**config.mk**
```make
export PLATFORM = sky130hd
export DESIGN_NAME = aa_div_pipe
export DESIGN_NICKNAME = d
export VERILOG_FILES = /design/src/rtl/core/aa_div_pipe.sv
export SDC_FILE = /design/constraint.sdc
export NUM_CORES = 2
export LEC_CHECK = 0
export BUFFER_PORTS_ARGS = -buffer_cell sky130_fd_sc_hd__buf_2
export CORE_ASPECT_RATIO = 0.6
export CORE_MARGIN = 2
export CORE_UTILIZATION = 55
export CTS_BUF_LIST = sky130_fd_sc_hd__clkbuf_4 sky130_fd_sc_hd__clkbuf_8
export CTS_CLUSTER_DIAMETER = 80
export DETAILED_ROUTE_END_ITERATION = 8
export PLACE_DENSITY_LB_ADDON = 0.25
export SLEW_MARGIN = 20
export SYNTH_ARGS = -nofsm -noshare
export SYNTH_HDL_FRONTEND = slang
export SYNTH_SLANG_ARGS = --single-unit
```
**constraint.sdc**
```tcl
create_clock -name clk -period 5.5 [get_ports clk]
set_input_delay 1.1 -clock clk [delete_from_list [all_inputs] [get_ports clk]]
set_output_delay 1.1 -clock clk [all_outputs]
set_load 0.03 [all_outputs]
```
**src/rtl/core/aa_div_pipe.sv**
```systemverilog
// Pipelined restoring divider, one quotient bit per register stage, with
// several dividend lanes over one divisor. No package dependencies.
module aa_div_pipe #(
    parameter int LANES  = 1,
    parameter int N_W    = 62,
    parameter int D_W    = 32,
    parameter int Q_W    = 31,
    parameter int SIDE_W = 1
) (
    input  logic                        clk,
    input  logic                        rst_n,
    input  logic                        en,
    input  logic                        in_valid,
    input  logic [LANES-1:0][N_W-1:0]   in_dvd,
    input  logic [D_W-1:0]              in_div,
    input  logic [SIDE_W-1:0]           in_side,
    output logic                        out_valid,
    output logic [LANES-1:0][Q_W-1:0]   out_quo,
    output logic [SIDE_W-1:0]           out_side
);

    // The quotient must fit in Q_W bits, so the top dividend bits start
    // out below the divisor.
    logic [LANES-1:0][D_W-1:0] rem_reg  [Q_W];
    logic [LANES-1:0][Q_W-1:0] low_reg  [Q_W];
    logic [LANES-1:0][Q_W-1:0] quo_reg  [Q_W];
    logic [D_W-1:0]            dv_reg   [Q_W];
    logic [SIDE_W-1:0]         side_reg [Q_W];
    logic                      v_reg    [Q_W];

    for (genvar k = 0; k < Q_W; k++) begin : g_step
        logic [LANES-1:0][D_W-1:0] rem_p;
        logic [LANES-1:0][Q_W-1:0] low_p;
        logic [LANES-1:0][Q_W-1:0] quo_p;
        logic [D_W-1:0]            dv_p;
        logic [SIDE_W-1:0]         side_p;
        logic                      v_p;
        logic [LANES-1:0][D_W-1:0] rem_next;
        logic [LANES-1:0][Q_W-1:0] quo_next;

        if (k == 0) begin : g_first
            for (genvar j = 0; j < LANES; j++) begin : g_lane
                assign rem_p[j] = D_W'(in_dvd[j][N_W-1:Q_W]);
                assign low_p[j] = in_dvd[j][Q_W-1:0];
                assign quo_p[j] = '0;
            end
            assign dv_p   = in_div;
            assign side_p = in_side;
            assign v_p    = in_valid;
        end
        else begin : g_next
            assign rem_p  = rem_reg[k-1];
            assign low_p  = low_reg[k-1];
            assign quo_p  = quo_reg[k-1];
            assign dv_p   = dv_reg[k-1];
            assign side_p = side_reg[k-1];
            assign v_p    = v_reg[k-1];
        end

        always_comb
        begin
            logic [D_W:0] trial;
            logic [D_W:0] diff;
            for (int j = 0; j < LANES; j++)
            begin
                trial = {rem_p[j], low_p[j][Q_W-1]};
                diff  = trial - {1'b0, dv_p};
                if (trial >= {1'b0, dv_p})
                begin
                    rem_next[j] = diff[D_W-1:0];
                    quo_next[j] = {quo_p[j][Q_W-2:0], 1'b1};
                end
                else
                begin
                    rem_next[j] = trial[D_W-1:0];
                    quo_next[j] = {quo_p[j][Q_W-2:0], 1'b0};
                end
            end
        end

        always_ff @(posedge clk)
        begin
            if (en)
            begin
                rem_reg[k]  <= rem_next;
                quo_reg[k]  <= quo_next;
                dv_reg[k]   <= dv_p;
                side_reg[k] <= side_p;
                for (int j = 0; j < LANES; j++)
                    low_reg[k][j] <= low_p[j] << 1;
            end
        end

        always_ff @(posedge clk or negedge rst_n)
        begin
            if (!rst_n)
                v_reg[k] <= 1'b0;
            else if (en)
                v_reg[k] <= v_p;
        end
    end

    assign out_valid = v_reg[Q_W-1];
    assign out_quo   = quo_reg[Q_W-1];
    assign out_side  = side_reg[Q_W-1];

endmodule

```
==> metrics.md <==
| Metric | Value |
|---|---|
| Dominant cell type by area after synthesis | `edfxtp_1` |
| Period utilization | `97.5%` |
| IO Count | `roughly 130` |
| Mapped cell area | `around 150000 sq um` |
| Critical-path cell list | `ha_1 > nand4_1 > nor2_1 > o31ai_1 > a21oi_1 > o221ai_1 > a211oi_1 > a41o_1 > a211oi_4 > buf_4 > o21ai_0` |
| Worst Setup Start Kind | `flip-flop` |
| Initial antenna violation count | `41` |
| Worst hold-check path type | `in2reg` |
| HPWL after detailed placement | `between 300000 and 400000 um` |
| Sequential fraction of the synthesis area | `58.1%` |
| Yosys top cell area share | `57.6%` |
| Post-synth cell types | `102` |
| Final setup TNS | `0 ns` |
| Die Wd | `682 um` |
| Pre-CTS WS | `between 0.7 and 0.8 ns` |
| Slew Viols, Final | `0` |
| Mapped Cells | `12200` |
| Post-synth EDFFs | `approximately 2900` |
| Starting Density | `roughly 55%` |
| Final setup margin | `~0.14 ns` |
| Num CTS Buffers | `432` |
| Slew @ Worst Pin | `between 1 and 1.5 ns` |
| Vias in the first global route | `92700` |
| Largest cells by area after synthesis | `edfxtp_1 (58%), ha_1 (8.2%), mux2_2 (4.2%)` |
| CP delay by family, top | `compound AO/OA/AOI/OAI gates` |
| Total power | `0.101 W` |
| Hold slack | `approximately 0.21 ns` |
| Commonest non-fill, non-tap cell in the layout | `edfxtp_1` |
| GPL Wtd Cong | `about 0.97` |
| Syn. warnings | `0` |
| Routed length per instance | `24.3 um` |
| Post-route ant nets | `0` |
| Share of post-route cells with drive strength above 1 | `12.9%` |
| Worst Path Required | `about 6.2 ns` |
| Run status | `complete, but fails checks` |
| Syn avg cell area | `roughly 12 sq um` |
| Ys flop type | `edfxtp_1` |
| FF+latch area | `about 88000 sq um` |
| Failing checks | `design-rule violations` |
| Worst-path fanout max | `17` |
| Count of buffers from port buffering | `131` |
| Clock latency on the worst-skew pair | `approximately 1.1 ns` |
| CTS Sinks | `2943` |
| Vias per cell | `6.00` |
| Crit Reg-Reg Startpoint | `rem_reg[4][7]` |
| CP Capture Type | `flip-flop` |
| Final Hold Fails | `0` |
| Number of synthesized register bits | `approximately 3000` |
| First-pass GRT wire length | `approximately 600000 um` |
| Min Tclk post-route | `approximately 5.4 ns` |
| FMAX | `0.187 GHz` |
| Largest net degree at the start of global routing | `around 160` |
| Fraction of registers with async set or reset after synthesis | `about 1.1%` |
| TritonCTS clock tree | `yes` |
| Util after Layout | `between 60% and 70%` |
| Worst Setup SP | `rem_reg[4][7]` |
| Worst Hold Launch | `in_dvd[6]` |
| DRT iter0 DRCs | `13300` |
| Setup Viol. Count Final | `0` |
| Total GRT Usage | `28.5%` |
| Total die area | `280000 sq um` |
| Buffers and inverters on the worst path | `1` |
| DR DRC count | `1` |
| Nets | `13800` |
| Clk pin slew, worst setup/hold paths | `around 0.070 ns` |
| Row count | `between 100 and 150` |
| Leakage | `about 67 nW` |
| Grt ovf | `0` |
| Relative slew slack | `between 20% and 30%` |
| Maximum root-to-sink buffer count | `4` |
| First-pass DRT Iterations | `9` |
| Max IR drop VDD | `between 300 and 400 uV` |
| FILL cells | `between 20000 and 25000` |
| Core area | `275000 sq um` |
| Vias | `between 100k and 150k` |
| Htree depth | `5` |
| WL final | `approximately 410000 um` |
| P per Cell Area | `a little over 600 nW/um^2` |
| CP peak stage delay | `0.86 ns` |
| Multi-input logic area | `about 58000 sq um` |
| Max_cap viols | `0` |
| CP arrival | `between 6 and 7 ns` |
| Synth Net Count | `13400` |
| Clock Skew | `around 0.11 ns` |
| Area Growth Syn to Fin | `9.54%` |
| Most frequent cells in the layout | `edfxtp_1 (2912), inv_1 (1241), ha_1 (992), a21oi_1 (903), nand2_1 (644)` |
| RSZ-0062 raised after global routing | `no` |
| Clock root buffer | `clkbuf_8` |
| Critical Setup Path Class | `reg2reg` |
| CP max stage cell | `o21ai_0` |
| Vert. Die Dim | `about 410 um` |
| Setup Buffers After CTS | `0` |
[where the power goes]
group          total [W]  switching (W)  internal, W
clock             0.0179        0.00863      0.00930
combinational     0.0468         0.0268       0.0200
sequential        0.0362        0.00388       0.0324
[cell families (layout without fill, tap and decap cells)]
kind of cell | Yosys count | count (layout) | synth area share, %
AOI/OAI and AO/OA | 2987 | 2987 | 12.5
xor gates and xnor gates | 807 | 807 | 4.66
adders and majority gates | 1022 | 1022 | 8.57
buffers and inverters | 1522 | 2305 | 3.90
DFF | 2943 | 2943 | 58.1
muxes | 658 | 658 | 4.91
other | 0 | 7 | 0
and+or+nand+nor | 2291 | 2291 | 7.34
[what timing repair did]
| action | 4_1_cts | 5_1_grt |
|---|---|---|
| hold buffers | 1 | 0 |
| gates resized for setup | 0 | 0 |
| endpoints found under the hold margin | 31 | 0 |
[cell usage after synthesis, drive strengths merged, types with 50 or more instances]
cell	n
a211oi	76
a21boi	55
a21o	518
a21oi	911
a31oi	104
and2	50
and3	97
buf	87
clkbuf	192
edfxtp	2912
ha	992
inv	1242
mux2	613
nand2	644
nand2b	134
nand3	185
nand4	160
nor2	561
nor2b	165
nor3	109
o21a	125
o21ai	662
o21bai	136
o31ai	57
xnor2	521
xor2	286
[stage by stage]
step | instance area [sq um] | instances
after CTS | 166000 | 16700
final | 166000 | 16700
after global placement | 158000 | 15900
after global routing | 166000 | 16700
after detailed placement | 158000 | 15900
after floorplan | 152000 | 12200
[path summary, 6_finish.rpt]
path	cells past startpoint	slack, ns	end
worst min-delay path	1	0.21	low_reg[0][6]
worst min register to register	0	0.35	low_reg[7][49]
worst max-delay path	11	0.14	rem_reg[4][43]
max in group asynchronous	2	4.43	g_step[20].v_p
min in group asynchronous	2	0.60	g_step[10].v_p
worst max register to register	11	0.14	rem_reg[4][43]
[layer usage]
metal	GRT usage [%]	up-vias	part of all wire, %
met5	0	-	0.028
met4	5.05	16	1.6
met3	10.4	507	13
met2	31.0	4735	33
met1	50.5	48800	52
li1	-	46200	-
[cell type report]
type,count,share of cell area (%)
multi-input cells,7765,34.8
flip-flops and latches,2943,53.1
clock inverters,201,0.869
diodes,7,0.0105
repair buffers,291,1.38
inverters,1243,2.81
well taps,3699,2.78
clock buffers,570,4.27
Note: power is estimated with default switching activity, not from simulation.
