File: src/rtl/core/aa_sqrt_pipe.sv
// Pipelined integer square root, one result bit per register stage.
// Carries an opaque sideband alongside; no package dependencies.
module aa_sqrt_pipe #(
    parameter int IN_W   = 64,
    parameter int SIDE_W = 1
) (
    input  logic              clk,
    input  logic              rst_n,
    input  logic              en,
    input  logic              in_valid,
    input  logic [IN_W-1:0]   in_n,
    input  logic [SIDE_W-1:0] in_side,
    output logic              out_valid,
    output logic [IN_W/2-1:0] out_root,
    output logic [SIDE_W-1:0] out_side
);

    localparam int STEPS = IN_W / 2;

    logic [IN_W-1:0]   n_reg    [STEPS];
    logic [IN_W-1:0]   r_reg    [STEPS];
    logic [SIDE_W-1:0] side_reg [STEPS];
    logic              v_reg    [STEPS];

    for (genvar k = 0; k < STEPS; k++) begin : g_step
        localparam int SH = 2 * (STEPS - 1 - k);
        localparam logic [IN_W-1:0] BIT_C = {{(IN_W-1){1'b0}}, 1'b1} << SH;

        logic [IN_W-1:0]   n_p;
        logic [IN_W-1:0]   r_p;
        logic [SIDE_W-1:0] side_p;
        logic              v_p;
        logic [IN_W-1:0]   trial;
        logic              ge;

        if (k == 0) begin : g_first
            assign n_p    = in_n;
            assign r_p    = '0;
            assign side_p = in_side;
            assign v_p    = in_valid;
        end
        else begin : g_next
            assign n_p    = n_reg[k-1];
            assign r_p    = r_reg[k-1];
            assign side_p = side_reg[k-1];
            assign v_p    = v_reg[k-1];
        end

        assign trial = r_p + BIT_C;
        assign ge    = (n_p >= trial);

        always_ff @(posedge clk)
        begin
            if (en)
            begin
                n_reg[k]    <= ge ? (n_p - trial) : n_p;
                r_reg[k]    <= ge ? ((r_p >> 1) + BIT_C) : (r_p >> 1);
                side_reg[k] <= side_p;
            end
        end

        always_ff @(posedge clk or negedge rst_n)
        begin
            if (!rst_n)
                v_reg[k] <= 1'b0;
            else if (en)
                v_reg[k] <= v_p;
        end
    end

    assign out_valid = v_reg[STEPS-1];
    assign out_root  = r_reg[STEPS-1][IN_W/2-1:0];
    assign out_side  = side_reg[STEPS-1];

endmodule

File: config.mk
export PLATFORM = sky130hd
export DESIGN_NAME = aa_sqrt_pipe
export DESIGN_NICKNAME = d
export VERILOG_FILES = /design/src/rtl/core/aa_sqrt_pipe.sv
export SDC_FILE = /design/constraint.sdc
export NUM_CORES = 2
export LEC_CHECK = 0
export ABC_AREA = 0
export ABC_CLOCK_PERIOD_IN_PS = 9600
export BUFFER_PORTS_ARGS = -buffer_cell sky130_fd_sc_hd__buf_4
export CAP_MARGIN = 20
export CORE_MARGIN = 1.5
export CORE_UTILIZATION = 30
export CTS_BUF_LIST = sky130_fd_sc_hd__clkbuf_4
export DETAILED_ROUTE_END_ITERATION = 6
export GPL_ROUTABILITY_DRIVEN = 1
export PLACE_DENSITY = 0.42
export SYNTH_ARGS = -nofsm -noshare
export SYNTH_HDL_FRONTEND = slang
export SYNTH_MEMORY_MAX_BITS = 65536
export SYNTH_SLANG_ARGS = --single-unit
File: constraint.sdc
create_clock -name clk -period 9.6 [get_ports clk]
set_input_delay 0.96 -clock clk [delete_from_list [all_inputs] [get_ports clk]]
set_output_delay 0.96 -clock clk [all_outputs]
set_load 0.005 [all_outputs]
==> results.md <==
- Setup WS pre-CTS: 4.57 ns
- TritonCTS buffer count: 718
- Summed instance area of the synthesized netlist: 122000 um^2
- Crit-path max FO: 63
- Std-Cell Rows: 234
- Clk sinks: 2576
- HP Class: in -> reg
- Final #Nets: 11137
- Buffer levels on the longest clock path: 4
- Wire length after detailed routing: 332000 um
- Final cycle utilization of the critical path: 53.2%
- Cell type with the largest total area after synthesis: sky130_fd_sc_hd__edfxtp_1
- Antenna violation net count after detailed routing: 0
- # DRC: 28
- Layout cells sized above 1: 13.2%
- Floorplan Core Area: 406000 um^2
- #FFs+latches synth: 2576
- Setup repair after global routing missed its margin: false
- Total count of hold-check failures in the final report: 0
- Class of the most critical setup path: reg -> reg
- Leading cell types by count after synthesis: sky130_fd_sc_hd__edfxtp_1, sky130_fd_sc_hd__inv_1, sky130_fd_sc_hd__nor2_1
- Max cap viols: 0
- Run status: complete, but fails checks
- Die Ht: 642 um
- Synthesized area per cell: 12.6 um^2
- First-pass detailed-route iteration total: 7
- Overall die width: 642 um
- Library cells used by synthesis: 95
- Post-Syn Nets: 10316
- Skew-Pair Late Insertion Delay: 1.59 ns
- H-Tree Level Count: 6
- Predominant post-synthesis flop cell: sky130_fd_sc_hd__edfxtp_1
- Total Die Area: 412000 um^2
- Post-route minimum period: 5.10 ns
- Initial cell density of the core: 30.1%
- Peak supply drop: 0.000122 V
- Leak Pwr: 52.5 nW
- EDFF count, synth: 2544
- Number of antenna violations at the first check in global routing: 19
- PwrDens: 231 nW/um^2
- Top-Level Pins: 103
- Setup-failing EPs final: 0
- Syn-to-layout area delta: 14.6%
- Non-Filler Instances: 16501
- I/O Buffers: 102
- Detailed router's first-iteration violation count: 5887
- Highest cell delay on the worst timing path: 0.81 ns
- Cells taking the most area after synthesis: sky130_fd_sc_hd__edfxtp_1, sky130_fd_sc_hd__ha_1, sky130_fd_sc_hd__xnor2_1
- Fraction of synthesis flops using an asynchronous set or reset pin: 1.24%
- Highest-delay cell along the critical path: sky130_fd_sc_hd__nor4_1
- Final setup TNS: 0 ns
- Relative max-transition margin: 6.85%
- DR vias: 79785
- Setup bufs post-CTS: 0
- Clock-pin slew on the worst setup and hold paths: 0.06 ns
- Sort of element at the start of the critical path: flip-flop
- Proportion of synthesized chip area in sequential cells: 63.1%
- Half-perimeter wire length after placement: 246000 um
- Failing checks: design-rule violations
- Number of gates given a new drive strength after cts: 0
- Wire length of the first global-routing pass: 495000 um
- Crit end category: flip-flop
- Sequence of cells on the critical path: ha_1 -> nand4_1 -> or4_1 -> nor3_1 -> nand3_1 -> and2_1 -> o211a_1 -> and3_2 -> buf_4 -> nor4_1 -> nor3b_1 -> xor2_1
- Max reg flops: 1984
- Root cell of the clock tree: sky130_fd_sc_hd__clkbuf_4
- Final worst setup slack: 4.50 ns
- Critical path required time: 10.89 ns
- GRT Residual Overflow: 0
- Cell count after synthesis: 9689
- Via density per instance: 4.84
- Yosys warning count: 0
- Arrival time of the worst setup path: 6.39 ns
- Top-area cell type share of the netlist area: 62.4%
- WL per Instance: 20.1 um
- Top achievable clock speed: 196 MHz
- Total power after layout: 0.0324 W
- Transition time at the pin with the least slew margin: 1.40 ns
- Maximum number of pins on one net before global-route repair: 199
- Most used standard cell by instance count after synthesis: sky130_fd_sc_hd__edfxtp_1
- Pins over their slew limit: 0
- Routability Congestion: 0.842
- Overall fraction of global-route tracks in use: 15.6%
- Placed Instances: 15080
- CTS tree: built
- Number of global-route vias before repair: 80078
- Final worst clock skew: 0.144 ns
[power by group]
group          total (W)  switching [W]  leakage (nW)  internal (W)
combinational    0.00697        0.00417          22.4       0.00280
sequential        0.0155        0.00119          24.9        0.0143
clock            0.00994        0.00480          5.29       0.00514
[metal layers]
metal  wire (um)  vias up  track usage (%)
met2      160000     1971             26.2
met5          12        -                0
met1      149000    38871             20.8
li1            -    38443                -
met4        6810        2             4.08
met3       16300      498             2.73
[cells by family after synthesis]
family                   count (synthesis)  share of synthesized area, %
XOR/XNOR                               871                          6.23
AO/OA/AOI/OAI                         1859                          9.40
adder cells (fa/ha/maj)                558                          5.70
AND/OR/NAND/NOR                       2808                          11.7
flip-flops                            2576                          63.1
multiplexers                           116                          1.06
buffers and inverters                  901                          2.82
[area by class of cell]
class / instances / area, um^2
clock inverters: 250 / 1420
fillers: 40315 / 266000
flip-flops and latches: 2576 / 77200
well taps: 5428 / 6790
inverters: 700 / 2630
multi-input cells: 6212 / 41800
clock buffers: 1008 / 7570
repair buffers: 302 / 2780
diodes: 25 / 62.6
[path summary, 6_finish.rpt]
| kind | start | end | slack (ns) | cells past startpoint |
|---|---|---|---|---|
| max | n_reg[26][35]$_DFFE_PP_ | n_reg[27][53]$_DFFE_PP_ | 4.50 | 12 |
| min | in_valid | g_step[1].v_p$_DFFE_PN0P_ | 0.26 | 3 |
| max reg2reg | n_reg[26][35]$_DFFE_PP_ | n_reg[27][53]$_DFFE_PP_ | 4.50 | 12 |
| min reg2reg | r_reg[24][28]$_DFFE_PP_ | r_reg[25][27]$_DFFE_PP_ | 0.34 | 0 |
| max in group asynchronous | rst_n | g_step[22].v_p$_DFFE_PN0P_ | 8.83 | 4 |
| min in group asynchronous | rst_n | g_step[18].v_p$_DFFE_PN0P_ | 0.57 | 4 |
[stage by stage]
| step | cell area [um^2] | utilization, % | hold slack, ns |
|---|---|---|---|
| after global placement | 130000 | 32.0 | 0.401 |
| after CTS | 140000 | 34.5 | 0.0630 |
| after global routing | 140000 | 34.5 | 0.125 |
| after detailed placement | 130000 | 32.0 | 0.405 |
| final | 140000 | 34.5 | 0.264 |
| after floorplan | 122000 | - | 0.400 |
[cells in the final DEF, fill, tap and decap left out, types with 29 or more instances in the layout]
master | Yosys | layout
sky130_fd_sc_hd__a211oi_1 | 43 | 43
sky130_fd_sc_hd__a21o_1 | 247 | 247
sky130_fd_sc_hd__a21oi_1 | 606 | 605
sky130_fd_sc_hd__a31oi_1 | 58 | 58
sky130_fd_sc_hd__and2_1 | 29 | 29
sky130_fd_sc_hd__and3_1 | 33 | 32
sky130_fd_sc_hd__buf_4 | 4 | 148
sky130_fd_sc_hd__clkbuf_4 | 0 | 1009
sky130_fd_sc_hd__clkinv_1 | 0 | 170
sky130_fd_sc_hd__dfrtp_1 | 32 | 32
sky130_fd_sc_hd__dlygate4sd3_1 | 0 | 134
sky130_fd_sc_hd__edfxtp_1 | 2544 | 2544
sky130_fd_sc_hd__ha_1 | 558 | 558
sky130_fd_sc_hd__inv_1 | 693 | 693
sky130_fd_sc_hd__mux2_2 | 104 | 104
sky130_fd_sc_hd__nand2_1 | 653 | 653
sky130_fd_sc_hd__nand2b_1 | 103 | 103
sky130_fd_sc_hd__nand3_1 | 130 | 130
sky130_fd_sc_hd__nand3b_1 | 29 | 29
sky130_fd_sc_hd__nand4_1 | 152 | 152
sky130_fd_sc_hd__nor2_1 | 655 | 653
sky130_fd_sc_hd__nor2b_1 | 67 | 67
sky130_fd_sc_hd__nor3_1 | 243 | 243
sky130_fd_sc_hd__nor4_1 | 342 | 338
sky130_fd_sc_hd__nor4b_1 | 50 | 50
sky130_fd_sc_hd__o21a_1 | 94 | 94
sky130_fd_sc_hd__o21ai_0 | 466 | 466
sky130_fd_sc_hd__o21bai_1 | 50 | 50
sky130_fd_sc_hd__o31ai_1 | 50 | 49
sky130_fd_sc_hd__or2_2 | 39 | 39
sky130_fd_sc_hd__or3_1 | 95 | 95
sky130_fd_sc_hd__or4_1 | 86 | 86
sky130_fd_sc_hd__xnor2_1 | 453 | 453
sky130_fd_sc_hd__xor2_1 | 418 | 418
[worst max-delay path, delay by kind of cell, from the launching register on]
family / cells / cell delay (ns)
xor gates and xnor gates: 1 / 0.11
and+or+nand+nor: 8 / 3.38
adders and majority gates: 1 / 0.51
buffers and inverters: 1 / 0.31
AOI/OAI and AO/OA: 1 / 0.10
DFF: 1 / 0.43
[what timing repair did]
item / in CTS / in global routing
hold endpoints to repair: 196 / 0
endpoints found under the setup margin: 0 / 0
hold buffers: 135 / 0
(Power assumes the default switching activity.)
